<file path="config.mk">
export PLATFORM = sky130hd
export DESIGN_NAME = pn9_dibit_descrambler
export DESIGN_NICKNAME = d
export VERILOG_FILES = /design/src/rtl/pn9d_pkg.sv /design/src/rtl/pn9d_seq.sv /design/src/rtl/pn9_dibit_descrambler.sv
export SDC_FILE = /design/constraint.sdc
export NUM_CORES = 1
export LEC_CHECK = 0
export BUFFER_PORTS_ARGS = -buffer_cell sky130_fd_sc_hd__buf_2
export CORE_MARGIN = 8
export CORE_UTILIZATION = 57
export CTS_CLUSTER_SIZE = 30
export DETAILED_ROUTE_END_ITERATION = 16
export GPL_TIMING_DRIVEN = 0
export HOLD_SLACK_MARGIN = 0.1
export PLACE_DENSITY = 0.87
export RECOVER_POWER = 100
export SYNTH_ARGS = -nofsm -noshare
export SYNTH_HDL_FRONTEND = slang
export SYNTH_HIERARCHICAL = 1
export SYNTH_SLANG_ARGS = --single-unit
export TNS_END_PERCENT = 1
</file>
<file path="constraint.sdc">
create_clock -name clk -period 2.99 [get_ports clk]
set_input_delay 0.4485 -clock clk [delete_from_list [all_inputs] [get_ports clk]]
set_output_delay 0.4485 -clock clk [all_outputs]
set_load 0.01 [all_outputs]
</file>
<file path="src/rtl/pn9d_pkg.sv">
package pn9d_pkg;

    localparam int unsigned FRAME_SCRAMBLE_LEN = 182;
    localparam int unsigned POS_W = 8;
    localparam int unsigned PN_W = 9;
    localparam int unsigned SEED_W = 16;
    localparam int unsigned DIBIT_W = 2;
    localparam int unsigned TDATA_W = 8;

    localparam logic [POS_W-1:0] POS_LIMIT = POS_W'(FRAME_SCRAMBLE_LEN);
    localparam logic [PN_W-1:0] PN_DEFAULT_SEED = PN_W'(228);
    localparam logic [PN_W-1:0] PN_MAX_SEED = {PN_W{1'b1}};
    localparam logic [DIBIT_W-1:0] SIGN_MASK = DIBIT_W'(2);

    typedef struct packed {
        logic step;
        logic last;
    } pn9d_step_t;

    function automatic logic [PN_W-1:0] seed_normalize(input logic [SEED_W-1:0] raw);
        logic [PN_W-1:0] res;
        if (raw == '0)
        begin
            res = PN_DEFAULT_SEED;
        end
        else if (raw[SEED_W-1:PN_W] != '0)
        begin
            res = PN_MAX_SEED;
        end
        else
        begin
            res = raw[PN_W-1:0];
        end
        return res;
    endfunction

endpackage

</file>
<file path="src/rtl/pn9d_seq.sv">
module pn9d_seq (
    input  logic                             clk,
    input  logic                             rst_n,
    input  logic                             seed_we,
    input  logic [pn9d_pkg::SEED_W-1:0]      seed_data,
    input  pn9d_pkg::pn9d_step_t             ctrl,
    output logic                             flip
);

    logic [pn9d_pkg::SEED_W-1:0] seed_reg;
    logic [pn9d_pkg::POS_W-1:0]  pos_reg;
    logic [pn9d_pkg::POS_W-1:0]  pos_next;
    logic [pn9d_pkg::PN_W-1:0]   pn_reg;
    logic [pn9d_pkg::PN_W-1:0]   pn_next;
    logic [pn9d_pkg::PN_W-1:0]   pn_cur;
    logic                        active;

    always_comb
    begin
        pn_cur = (pos_reg == '0) ? pn9d_pkg::seed_normalize(seed_reg) : pn_reg;
        active = (pos_reg < pn9d_pkg::POS_LIMIT);
        flip = active & pn_cur[0];
        pn_next = pn_reg;
        pos_next = pos_reg;
        if (ctrl.step)
        begin
            pn_next = pn_cur;
            if (active)
            begin
                pn_next = {pn_cur[0] ^ pn_cur[4], pn_cur[pn9d_pkg::PN_W-1:1]};
                pos_next = pos_reg + 1'b1;
            end
            if (ctrl.last)
            begin
                pos_next = '0;
            end
        end
    end

    always_ff @(posedge clk or negedge rst_n)
    begin
        if (!rst_n)
        begin
            seed_reg <= '0;
            pos_reg <= '0;
            pn_reg <= pn9d_pkg::PN_DEFAULT_SEED;
        end
        else
        begin
            if (seed_we)
            begin
                seed_reg <= seed_data;
            end
            pos_reg <= pos_next;
            pn_reg <= pn_next;
        end
    end

endmodule

</file>
<file path="src/rtl/pn9_dibit_descrambler.sv">
// PN9 dibit descrambler.
// Slave stream: one received dibit per transaction in s_axis_tdata[1:0],
// frame end on s_axis_tlast. Master stream: the descrambled dibit in
// m_axis_tdata[1:0] with its tlast copied through.
// Configuration: cfg_valid/cfg_data write the 16-bit scramble seed; cfg_ready
// is always high. Write only while the block is empty; the new seed is used
// from the next frame start.
// Path: input register, then result register. Throughput: one dibit per
// cycle while m_axis_tready is high, set by the one-step LFSR update between
// the two registers.
// Stall: when m_axis_tready is low the result holds, the input register
// still fills once, then s_axis_tready drops until the result is taken.
// Reset: both stages empty, seed 0 (used as 228), frame position 0.
module pn9_dibit_descrambler (
    input  logic                               clk,
    input  logic                               rst_n,
    input  logic                               s_axis_tvalid,
    output logic                               s_axis_tready,
    input  logic [pn9d_pkg::TDATA_W-1:0]       s_axis_tdata,   // [1:0] rx_dibit
    input  logic                               s_axis_tlast,   // frame_last
    output logic                               m_axis_tvalid,
    input  logic                               m_axis_tready,
    output logic [pn9d_pkg::TDATA_W-1:0]       m_axis_tdata,   // [1:0] out_dibit
    output logic                               m_axis_tlast,   // out_last
    input  logic                               cfg_valid,
    output logic                               cfg_ready,
    input  logic [pn9d_pkg::SEED_W-1:0]        cfg_data
);

    logic                             in_valid_reg;
    logic [pn9d_pkg::DIBIT_W-1:0]     in_dibit_reg;
    logic                             in_last_reg;
    logic                             out_valid_reg;
    logic [pn9d_pkg::DIBIT_W-1:0]     out_dibit_reg;
    logic [pn9d_pkg::DIBIT_W-1:0]     out_dibit_next;
    logic                             out_last_reg;
    logic                             out_free;
    logic                             advance;
    logic                             flip;
    pn9d_pkg::pn9d_step_t             seq_ctrl;

    assign out_free = !out_valid_reg || m_axis_tready;
    assign advance = in_valid_reg && out_free;
    assign s_axis_tready = !in_valid_reg || out_free;
    assign cfg_ready = 1'b1;

    assign seq_ctrl.step = advance;
    assign seq_ctrl.last = in_last_reg;

    pn9d_seq u_seq (
        .clk       (clk),
        .rst_n     (rst_n),
        .seed_we   (cfg_valid),
        .seed_data (cfg_data),
        .ctrl      (seq_ctrl),
        .flip      (flip)
    );

    assign out_dibit_next = flip ? (in_dibit_reg ^ pn9d_pkg::SIGN_MASK) : in_dibit_reg;

    always_ff @(posedge clk or negedge rst_n)
    begin
        if (!rst_n)
        begin
            in_valid_reg <= 1'b0;
            out_valid_reg <= 1'b0;
        end
        else
        begin
            if (s_axis_tready)
            begin
                in_valid_reg <= s_axis_tvalid;
            end
            if (out_free)
            begin
                out_valid_reg <= in_valid_reg;
            end
        end
    end

    always_ff @(posedge clk)
    begin
        if (s_axis_tvalid && s_axis_tready)
        begin
            in_dibit_reg <= s_axis_tdata[pn9d_pkg::DIBIT_W-1:0];
            in_last_reg <= s_axis_tlast;
        end
        if (advance)
        begin
            out_dibit_reg <= out_dibit_next;
            out_last_reg <= in_last_reg;
        end
    end

    assign m_axis_tvalid = out_valid_reg;
    assign m_axis_tdata = {{(pn9d_pkg::TDATA_W - pn9d_pkg::DIBIT_W){1'b0}}, out_dibit_reg};
    assign m_axis_tlast = out_last_reg;

endmodule

</file>
==> results of run 1 <==
per-stage QoR:
stage                     total power [W]   util
after floorplan                  0.000921      -
after global placement           0.000983  0.650
after detailed placement          0.00101  0.650
after CTS                         0.00127  0.666
after global routing              0.00132  0.652
final                             0.00125  0.652
power breakdown:
| part | switching [W] | internal (W) |
|---|---|---|
| registers | 0.0000614 | 0.000664 |
| logic | 0.000130 | 0.000126 |
| clock network | 0.000172 | 0.0000945 |
| total | 0.000364 | 0.000884 |
routing by layer:
metal  global-route usage  vias to the layer above  share of wire
met5                    0                        -              0
met4                0.100                        0          0.025
met3               0.0458                       11          0.059
met2                0.268                       45           0.51
met1                0.160                      685           0.40
li1                     -                      661              -
area by class of cell:
cell class,count,area [um2],area share
Tap cell,46,57.6,0.0267
Clock inverter,1,8.76,0.00406
Buffer,12,72.6,0.0336
Inverter,3,11.3,0.00521
Sequential cell,41,1060,0.491
Timing Repair Buffer,27,128,0.0591
Multi-Input combinational cell,112,776,0.359
Clock buffer,7,45.0,0.0209
kinds of logic (layout without fill, tap and decap cells):
family,count (synthesis),after routing,synth area share
xor+xnor,2,2,0.00903
flops,41,41,0.547
buf+inv,15,50,0.0471
other cells,2,7,0.00387
mux,17,17,0.0986
fa+ha+maj,2,2,0.0129
compound gates,39,39,0.132
simple gates,45,45,0.150
worst reg2reg max path, stage by stage (launching register included):
cell and delay (ns):
dfrtp_1 0.44, inv_1 0.08, ha_1 0.15, nor4b_1 0.54
nand4_2 0.27, a31o_1 0.31, o221a_1 0.24, o22a_1 0.17
how the worst max path moves through the flow:
stage / slack (ns) / cells past startpoint / startpoint / to
after floorplan: 1.27 / 7 / u_seq/pos_reg[0] / u_seq/pn_reg[4]
after global placement: 1.10 / 7 / m_axis_tready / u_seq/pos_reg[5]
after detailed placement: 1.01 / 7 / m_axis_tready / u_seq/pos_reg[4]
after CTS: 1.04 / 7 / u_seq/pos_reg[1] / u_seq/pn_reg[4]
after global routing: 0.54 / 8 / u_seq/pos_reg[1] / out_dibit_reg[1]
final: 0.69 / 7 / u_seq/pos_reg[1] / u_seq/pn_reg[4]
cells in the final DEF, fill, tap and decap left out, types with 2 or more instances in the layout:
| master | Yosys | final |
|---|---|---|
| a21oi_1 | 3 | 3 |
| a31oi_1 | 2 | 2 |
| and2_0 | 0 | 3 |
| buf_2 | 1 | 22 |
| buf_4 | 7 | 7 |
| clkbuf_1 | 3 | 12 |
| clkbuf_4 | 0 | 5 |
| conb_1 | 2 | 7 |
| dfrtp_1 | 31 | 31 |
| dfstp_2 | 4 | 4 |
| edfxtp_1 | 6 | 6 |
| ha_1 | 2 | 2 |
| inv_1 | 3 | 3 |
| mux2_2 | 17 | 17 |
| nand2_1 | 9 | 9 |
| nand2b_1 | 6 | 6 |
| nand3_1 | 3 | 3 |
| nand4_1 | 2 | 2 |
| nor2_1 | 5 | 5 |
| nor3_1 | 2 | 2 |
| nor4_1 | 3 | 3 |
| o21ai_0 | 16 | 17 |
| o22a_1 | 3 | 3 |
| o22ai_1 | 4 | 4 |
| o31ai_1 | 3 | 4 |
| or3_1 | 2 | 2 |
==> impl_metrics.ini, run 1 <==
[status]
status = finished, violations left
violations = max-capacitance violations, max-slew violations

[setup_path]
crit_arrival_ns = 2.55
start_kind = flop
required_ns = 3.24
regToRegSetupSlack_ns = 0.69
crit_path_end_kind = flop
path_cells = inv_1 -> ha_1 -> nor4b_1 -> nand4_2 -> a31o_1 -> o221a_1 -> o22a_1
cp_num_buf_inv = 1
r2r-end = u_seq/pn_reg[4]
max_stage_delay_ns = 0.54
r2r-start = u_seq/pos_reg[1]
cpMaxStageDelayCell = nor4b_1
rr_worst_depth = 7
cp_top_family = simple AND/OR/NAND/NOR gates
cp_max_fo = 6
crit_type = flop to flop

[drt]
drt_iter0_drc = 101
drc = 0
vias = 1402
wl_per_cell_um = 15.3
viasPerCell = 5.63
antenna_left = 0
drt-total-wl_mm = 3.81
firstDrtPassIters = 6

[yosys]
synth_seq_area_share = 0.547
synthDistinctLibCells = 45
synth-edff-count = 6
synth_common_cells = 31 x dfrtp_1, 17 x mux2_2, 16 x o21ai_0, 9 x nand2_1, 7 x buf_4
yosys-top-cells-area = dfrtp_1 40%, mux2_2 9.9%, edfxtp_1 9.3%
ys.flop_type = dfrtp_1
synth.most_common_cell = dfrtp_1
syn_area_um2 = 1940
yosysTopAreaCellShare = 0.400
syn_avg_cell_area_um2 = 11.9
synthArstFlopShare = 0.854
ys_warn_count = 6
yosys.area.top_type = dfrtp_1
synth-seq-cells = 41
netlist_instances = 163

[grt]
grt_pass1_wl_mm = 6.46
grt_pass1_vias = 1512
grt_max_degree = 36
antenna_found_initial = 0
grt_use_total = 0.155
overflow = 0

[final_layout]
drive_gt1_frac = 0.305
fin_nets = 234
antennaDiodeCount = 0
area_growth_pct = 11.3
fillers = 288
final_cell_area_um2 = 2160
largest_reg_flops = 16
final_cells = 249

[clocking]
postCtsSetupBuffers = 0
cts_made_buffers = 5
cts_sinks = 41
cts_resized = 0
cts_hold_repair.buffers = 0
cts-root-buf = clkbuf_4
clkLatencyLatePin_ns = 0.35
cts_tree = built
htreeDepth = 2
path_clk_slew_ns = 0.13
clockBufferDepth = 2

[timing]
period_minus_slack_ns = 2.30
fmax_mhz = 435
tns_ns = 0
finalSetupViolations = 0
min_period_over_period = 0.769
slew_violations = 36
rsz0062_at_grt = false
whs_ns = 0.255
fin_ws_ns = 0.690
relSlewSlack = -0.212
skew_ns = 0.0233
hold_viol = 0
tightest_slew_ns = 1.82

[place]
routabilityCongestion = 0.882
dpl.hpwl_mm = 2.91
io_buffers = 27
dp_cells = 241
placed_area_um2 = 2150
pre_cts_slack_ns = 1.01

[power_and_ir_drop]
p_leak_nw = 0.906
ir_drop_mv = 0.365
power_density_nw_per_um2 = 578

[floorplanning]
die_w_um = 74.4
row_count = 21
initial_core_util = 0.586
die_h_um = 74.4
core_area_um2 = 3310
ios = 42
dieArea_um2 = 5530

[worst_hold_path]
hold_start = s_axis_tdata[1]
hp-class = primary input to flop
worstHoldPathCells = 1
whs_endpoint = in_dibit_reg[1]

[job]
drv_cap = 1
Power figures use the tool's default switching activity.
==> run 2: changes to the inputs <==
ABC_AREA = 1   (was not set)
CORE_UTILIZATION = 50   (was 57)
PLACE_DENSITY = 0.8   (was 0.87)
clock period = 1.85 ns   (was 2.99 ns; I/O delays follow)
==> impl_metrics.ini, run 2 <==
[setup_path]
crit_type = flop to flop
rr_worst_depth = 11
crit_path_end_kind = flop
cp_max_fo = 10
max_stage_delay_ns = 0.40
path_cells = inv_2 -> ha_1 -> nand2_1 -> nor2_2 -> buf_6 -> nor2_1 -> inv_1 -> nand2_1 -> inv_2 -> nor2_2 -> xor2_1
path_depth = 11
start_kind = flop
crit_arrival_ns = 1.75
cpMaxStageDelayCell = dfrtp_1
cp_num_buf_inv = 4
cp_top_family = flip-flops
r2r-start = u_seq/pos_reg[0]
required_ns = 1.91
regToRegSetupSlack_ns = 0.16
r2r-end = out_dibit_reg[1]

[place]
dpl.hpwl_mm = 3.32
pre_cts_slack_ns = 0.0299
routabilityCongestion = 0.803
io_buffers = 27

[power_and_ir_drop]
sequentialPowerShare = 0.439
power.switching_w = 0.000896
pwr-share-clk = 0.266
p_sw_frac = 0.330
ir_drop_mv = 0.649
power_density_nw_per_um2 = 1070
p_comb_frac = 0.294
p_leak_nw = 1.26
p_int_w = 0.00182

[yosys]
yosys-top-cells-area = dfrtp_1 35%, nand2_1 13%, edfxtp_1 8.1%
syn_area_um2 = 2220
netlist_instances = 278
synth-edff-count = 6
synthArstFlopShare = 0.854
ys_warn_count = 6
synthDistinctLibCells = 33
syn_avg_cell_area_um2 = 7.99
yosys.area.top_type = dfrtp_1
ys.flop_type = dfrtp_1
synth.most_common_cell = nand2_1
synth_seq_area_share = 0.477
yosysTopAreaCellShare = 0.349
synth_common_cells = 75 x nand2_1, 36 x inv_1, 31 x dfrtp_1, 26 x nand3_1, 18 x nor2_1
synth-seq-cells = 41

[clocking]
clockBufferDepth = 2
cts_made_buffers = 5
cts_sinks = 41
clkLatencyLatePin_ns = 0.30
cts-root-buf = clkbuf_8
htreeDepth = 2
cts_tree = built
path_clk_slew_ns = 0.08

[final_layout]
largest_reg_flops = 16
layout_common_cells = 77 x nand2_1, 34 x inv_1, 31 x dfrtp_1
antennaDiodeCount = 0
drive_gt1_frac = 0.176
final_common_cell = nand2_1
fin_nets = 350
area_growth_pct = 13.7
fillers = 391

[drt]
drt_iter0_drc = 98
drc = 0
wl_per_cell_um = 12.4
firstDrtPassIters = 4
drt-total-wl_mm = 4.61
viasPerCell = 5.04
antenna_left = 0
vias = 1869

[floorplanning]
row_count = 24
initial_core_util = 0.514
die_w_um = 82.7
dieArea_um2 = 6830
ios = 42
die_h_um = 82.7
core_area_um2 = 4320

[grt]
grt_use_total = 0.150
antenna_found_initial = 0
grt_max_degree = 36
grt_pass1_wl_mm = 7.93
overflow = 0
grt_pass1_vias = 1871

[worst_hold_path]
worstHoldPathCells = 1
whs_endpoint = in_last_reg
hold_start = s_axis_tlast
hp-class = primary input to flop

[timing]
skew_ns = 0.00514
hold_viol = 0
fin_ws_ns = 0.155
fmax_mhz = 590
period_minus_slack_ns = 1.69
finalSetupViolations = 0
min_period_over_period = 0.916
rsz0062_at_grt = false
tightest_slew_ns = 0.874
slew_violations = 0
relSlewSlack = 0.417
whs_ns = 0.150
tns_ns = 0

[job]
drv_cap = 0

[status]
status = finished, final reports clean
run 2: how the worst max path moves through the flow:
stage | startpoint | slack (ns) | endpoint
6_report | u_seq/pos_reg[0] | 0.16 | out_dibit_reg[1]
2_1_floorplan | u_seq/pos_reg[0] | 0.25 | out_dibit_reg[1]
3_3_place_gp | m_axis_tvalid | 0.08 | u_seq/pn_reg[4]
3_5_place_dp | u_seq/pos_reg[0] | 0.03 | out_dibit_reg[1]
5_1_grt | u_seq/pos_reg[0] | 0.02 | out_dibit_reg[1]
4_1_cts | u_seq/pos_reg[0] | 0.0008 | out_dibit_reg[1]
run 2: repair_timing:
action	in CTS	in global routing
hold buffers	1	0
setup buffers	0	0
gates resized for setup	0	4
endpoints found under the setup margin	0	8
endpoints found under the hold margin	31	0
run 2: area by class of cell:
type / count / area [um2] / area share
well taps: 52 / 65.1 / 0.0257
flip-flops and latches: 41 / 1060 / 0.420
clock inverters: 2 / 38.8 / 0.0153
clock buffers: 6 / 72.6 / 0.0287
inverters: 38 / 145 / 0.0574
repair buffers: 28 / 139 / 0.0550
multi-input cells: 190 / 917 / 0.363
plain buffers: 14 / 88.8 / 0.0351
run 2: logic make-up after synthesis:
family	Yosys count	share of synthesized area
adder cells (fa/ha/maj)	2	0.0113
AO/OA/AOI/OAI	36	0.102
multiplexers	3	0.0152
buffers and inverters	52	0.106
AND/OR/NAND/NOR	137	0.265
other	2	0.00338
XOR/XNOR	5	0.0197
flip-flops	41	0.477
run 2: power by group through the flow:
stage               registers (W)  clock network, W  logic [W]
floorplan                 0.00119                 0   0.000638
global placement          0.00120                 0   0.000803
detailed placement        0.00121                 0   0.000824
CTS                       0.00119          0.000742   0.000835
global route              0.00121          0.000771   0.000919
finish                    0.00119          0.000722   0.000798
run 2: routing by layer:
layer	up-vias	track usage	share of wire
met3	13	0.0335	0.047
met2	38	0.249	0.50
met5	-	0	0
met4	0	0.0793	0.027
met1	865	0.178	0.43
li1	953	-	-
run 2: per-stage QoR:
stage / std cells / instance area, um2 / power (W) / util
floorplan: 283 / 2240 / 0.00183 / -
global placement: 362 / 2440 / 0.00201 / 0.565
detailed placement: 362 / 2440 / 0.00203 / 0.565
CTS: 371 / 2560 / 0.00277 / 0.593
global route: 371 / 2530 / 0.00290 / 0.584
finish: 371 / 2530 / 0.00271 / 0.584
run 2: worst register-to-register path, stage by stage, from the launching register on:
cell and delay, ns:
dfrtp_1 0.40, inv_2 0.10, ha_1 0.17, nand2_1 0.08, nor2_2 0.12, buf_6 0.15, nor2_1 0.05, inv_1 0.04
nand2_1 0.08, inv_2 0.08, nor2_2 0.04, xor2_1 0.15
==> run 3: changes to the inputs <==
CORE_UTILIZATION = 55   (was 50)
PLACE_DENSITY = 0.83   (was 0.8)
clock period = 1.9 ns   (was 1.85 ns; I/O delays follow)
==> impl_metrics.ini, run 3 (synthesis gave the netlist of run 2 again) <==
[status]
status = finished, final reports clean

[final_layout]
largest_reg_flops = 16
area_growth_pct = 13.2
drive_gt1_frac = 0.182
final_cell_area_um2 = 2520
final_common_cell = nand2_1
antennaDiodeCount = 0
layout_common_cells = 77 x nand2_1, 35 x inv_1, 31 x dfrtp_1
fin_nets = 350

[setup_path]
cpMaxStageDelayCell = dfrtp_1
cp_num_buf_inv = 4
required_ns = 1.96
max_stage_delay_ns = 0.40
regToRegSetupSlack_ns = 0.15
r2r-start = u_seq/pos_reg[0]
start_kind = flop
crit_type = flop to flop
path_cells = inv_2 -> ha_1 -> nand2_1 -> nor2_2 -> buf_6 -> nor2_2 -> inv_1 -> nand2_1 -> inv_1 -> nor2_1 -> xor2_1
rr_worst_depth = 11
r2r-end = out_dibit_reg[1]
crit_arrival_ns = 1.80
crit_path_end_kind = flop
cp_max_fo = 10
cp_top_family = flip-flops

[drt]
wl_per_cell_um = 12.3
dr.max_layer_used = met4
drt_iter0_drc = 126
antenna_left = 0
firstDrtPassIters = 4
dr_wl_met2_mm = 2.32
viasPerCell = 5.05
vias = 1862
wl_met3_um = 188
drt-total-wl_mm = 4.54
drc = 0
wl_met1_mm = 1.99

[clocking]
htreeDepth = 2
cts_tree = built
cts_made_buffers = 5
clockBufferDepth = 2
clkLatencyLatePin_ns = 0.30
path_clk_slew_ns = 0.08
cts_sinks = 41
cts-root-buf = clkbuf_8

[worst_hold_path]
hp-class = primary input to flop
whs_endpoint = in_last_reg
worstHoldPathCells = 1
hold_start = s_axis_tlast

[floorplanning]
die_w_um = 79.6
ios = 42
initial_core_util = 0.564
dieArea_um2 = 6330
row_count = 23
die_h_um = 79.6
core_area_um2 = 3940

[timing]
hold_viol = 0
relSlewSlack = 0.427
period_minus_slack_ns = 1.75
finalSetupViolations = 0
fmax_mhz = 572
tns_ns = 0
skew_ns = 0.00568
rsz0062_at_grt = false
min_period_over_period = 0.920
slew_violations = 0
tightest_slew_ns = 0.859

[power_and_ir_drop]
p_sw_frac = 0.349
p_comb_frac = 0.310
power.switching_w = 0.000881
p_leak_nw = 1.25
sequentialPowerShare = 0.460
p_int_w = 0.00164
power_density_nw_per_um2 = 1000
ir_drop_mv = 0.515
pwr-share-clk = 0.231

[grt]
grt_pass1_vias = 1906
grt_use_total = 0.153
antenna_found_initial = 0
overflow = 0
grt_max_degree = 36
grt_pass1_wl_mm = 7.84

[place]
placed_area_um2 = 2440
routabilityCongestion = 0.846
io_buffers = 27
dpl.hpwl_mm = 3.41

[job]
drv_cap = 0
[run 3: cell types whose count changed in the layout (fill, tap and decap cells not counted)]
| cell | change |
|---|---|
| o21ai_1 | -3 |
| o21ai_0 | +2 |
| bufinv_16 | -1 |
| clkbuf_1 | -1 |
| clkinvlp_4 | +1 |
| inv_1 | +1 |
| inv_2 | -1 |
| inv_6 | +1 |
| o211ai_1 | -1 |
| o211ai_2 | +1 |
| o21ai_2 | +1 |
[run 3: cell type report]
type,instances,area [um2]
Buffer,14,88.8
Fill cell,337,1430
Multi-Input combinational cell,190,926
Inverter,38,145
Tap cell,50,62.6
Timing Repair Buffer,28,139
Sequential cell,41,1060
Clock buffer,5,68.8
Clock inverter,3,25.0
[run 3: stage by stage]
step | instances | total power (W) | hold WS (ns) | setup WS [ns] | utilization
final | 369 | 0.00252 | 0.157 | 0.152 | 0.638
after global routing | 369 | 0.00272 | 0.148 | 0.0571 | 0.638
after global placement | 360 | 0.00195 | 0.400 | 0.0891 | 0.619
after floorplan | 283 | 0.00178 | -0.0106 | 0.296 | -
after detailed placement | 360 | 0.00198 | 0.405 | 0.0701 | 0.619
after CTS | 369 | 0.00257 | 0.151 | 0.0707 | 0.645
[run 3: power by group through the flow]
stage | clock [W] | combinational, W | sequential (W)
finish | 0.000582 | 0.000781 | 0.00116
global route | 0.000634 | 0.000906 | 0.00118
CTS | 0.000601 | 0.000804 | 0.00116
detailed placement | 0 | 0.000802 | 0.00118
global placement | 0 | 0.000778 | 0.00117
floorplan | 0 | 0.000621 | 0.00116
[run 3: worst max path at each step]
stage | from | endpoint | cells past startpoint
6_report | u_seq/pos_reg[0] | out_dibit_reg[1] | 11
5_1_grt | u_seq/pos_reg[0] | out_dibit_reg[1] | 11
4_1_cts | m_axis_tvalid | u_seq/pn_reg[4] | 4
3_5_place_dp | m_axis_tvalid | u_seq/pn_reg[4] | 4
3_3_place_gp | m_axis_tvalid | u_seq/pn_reg[4] | 4
2_1_floorplan | u_seq/pos_reg[0] | out_dibit_reg[1] | 11
[run 3: routing by layer]
layer  vias to the layer above  global-route usage
li1                        952                   -
met1                       859               0.163
met2                        43               0.284
met3                         8              0.0417
met4                         0              0.0500
met5                         -                   0
[run 3: repair_timing]
| item | 4_1_cts | 5_1_grt |
|---|---|---|
| buffers inserted | 0 | 0 |
| hold buffers | 1 | 0 |
| setup endpoints to repair | 0 | 8 |
| hold endpoints to repair | 31 | 0 |
| resized for setup | 0 | 2 |
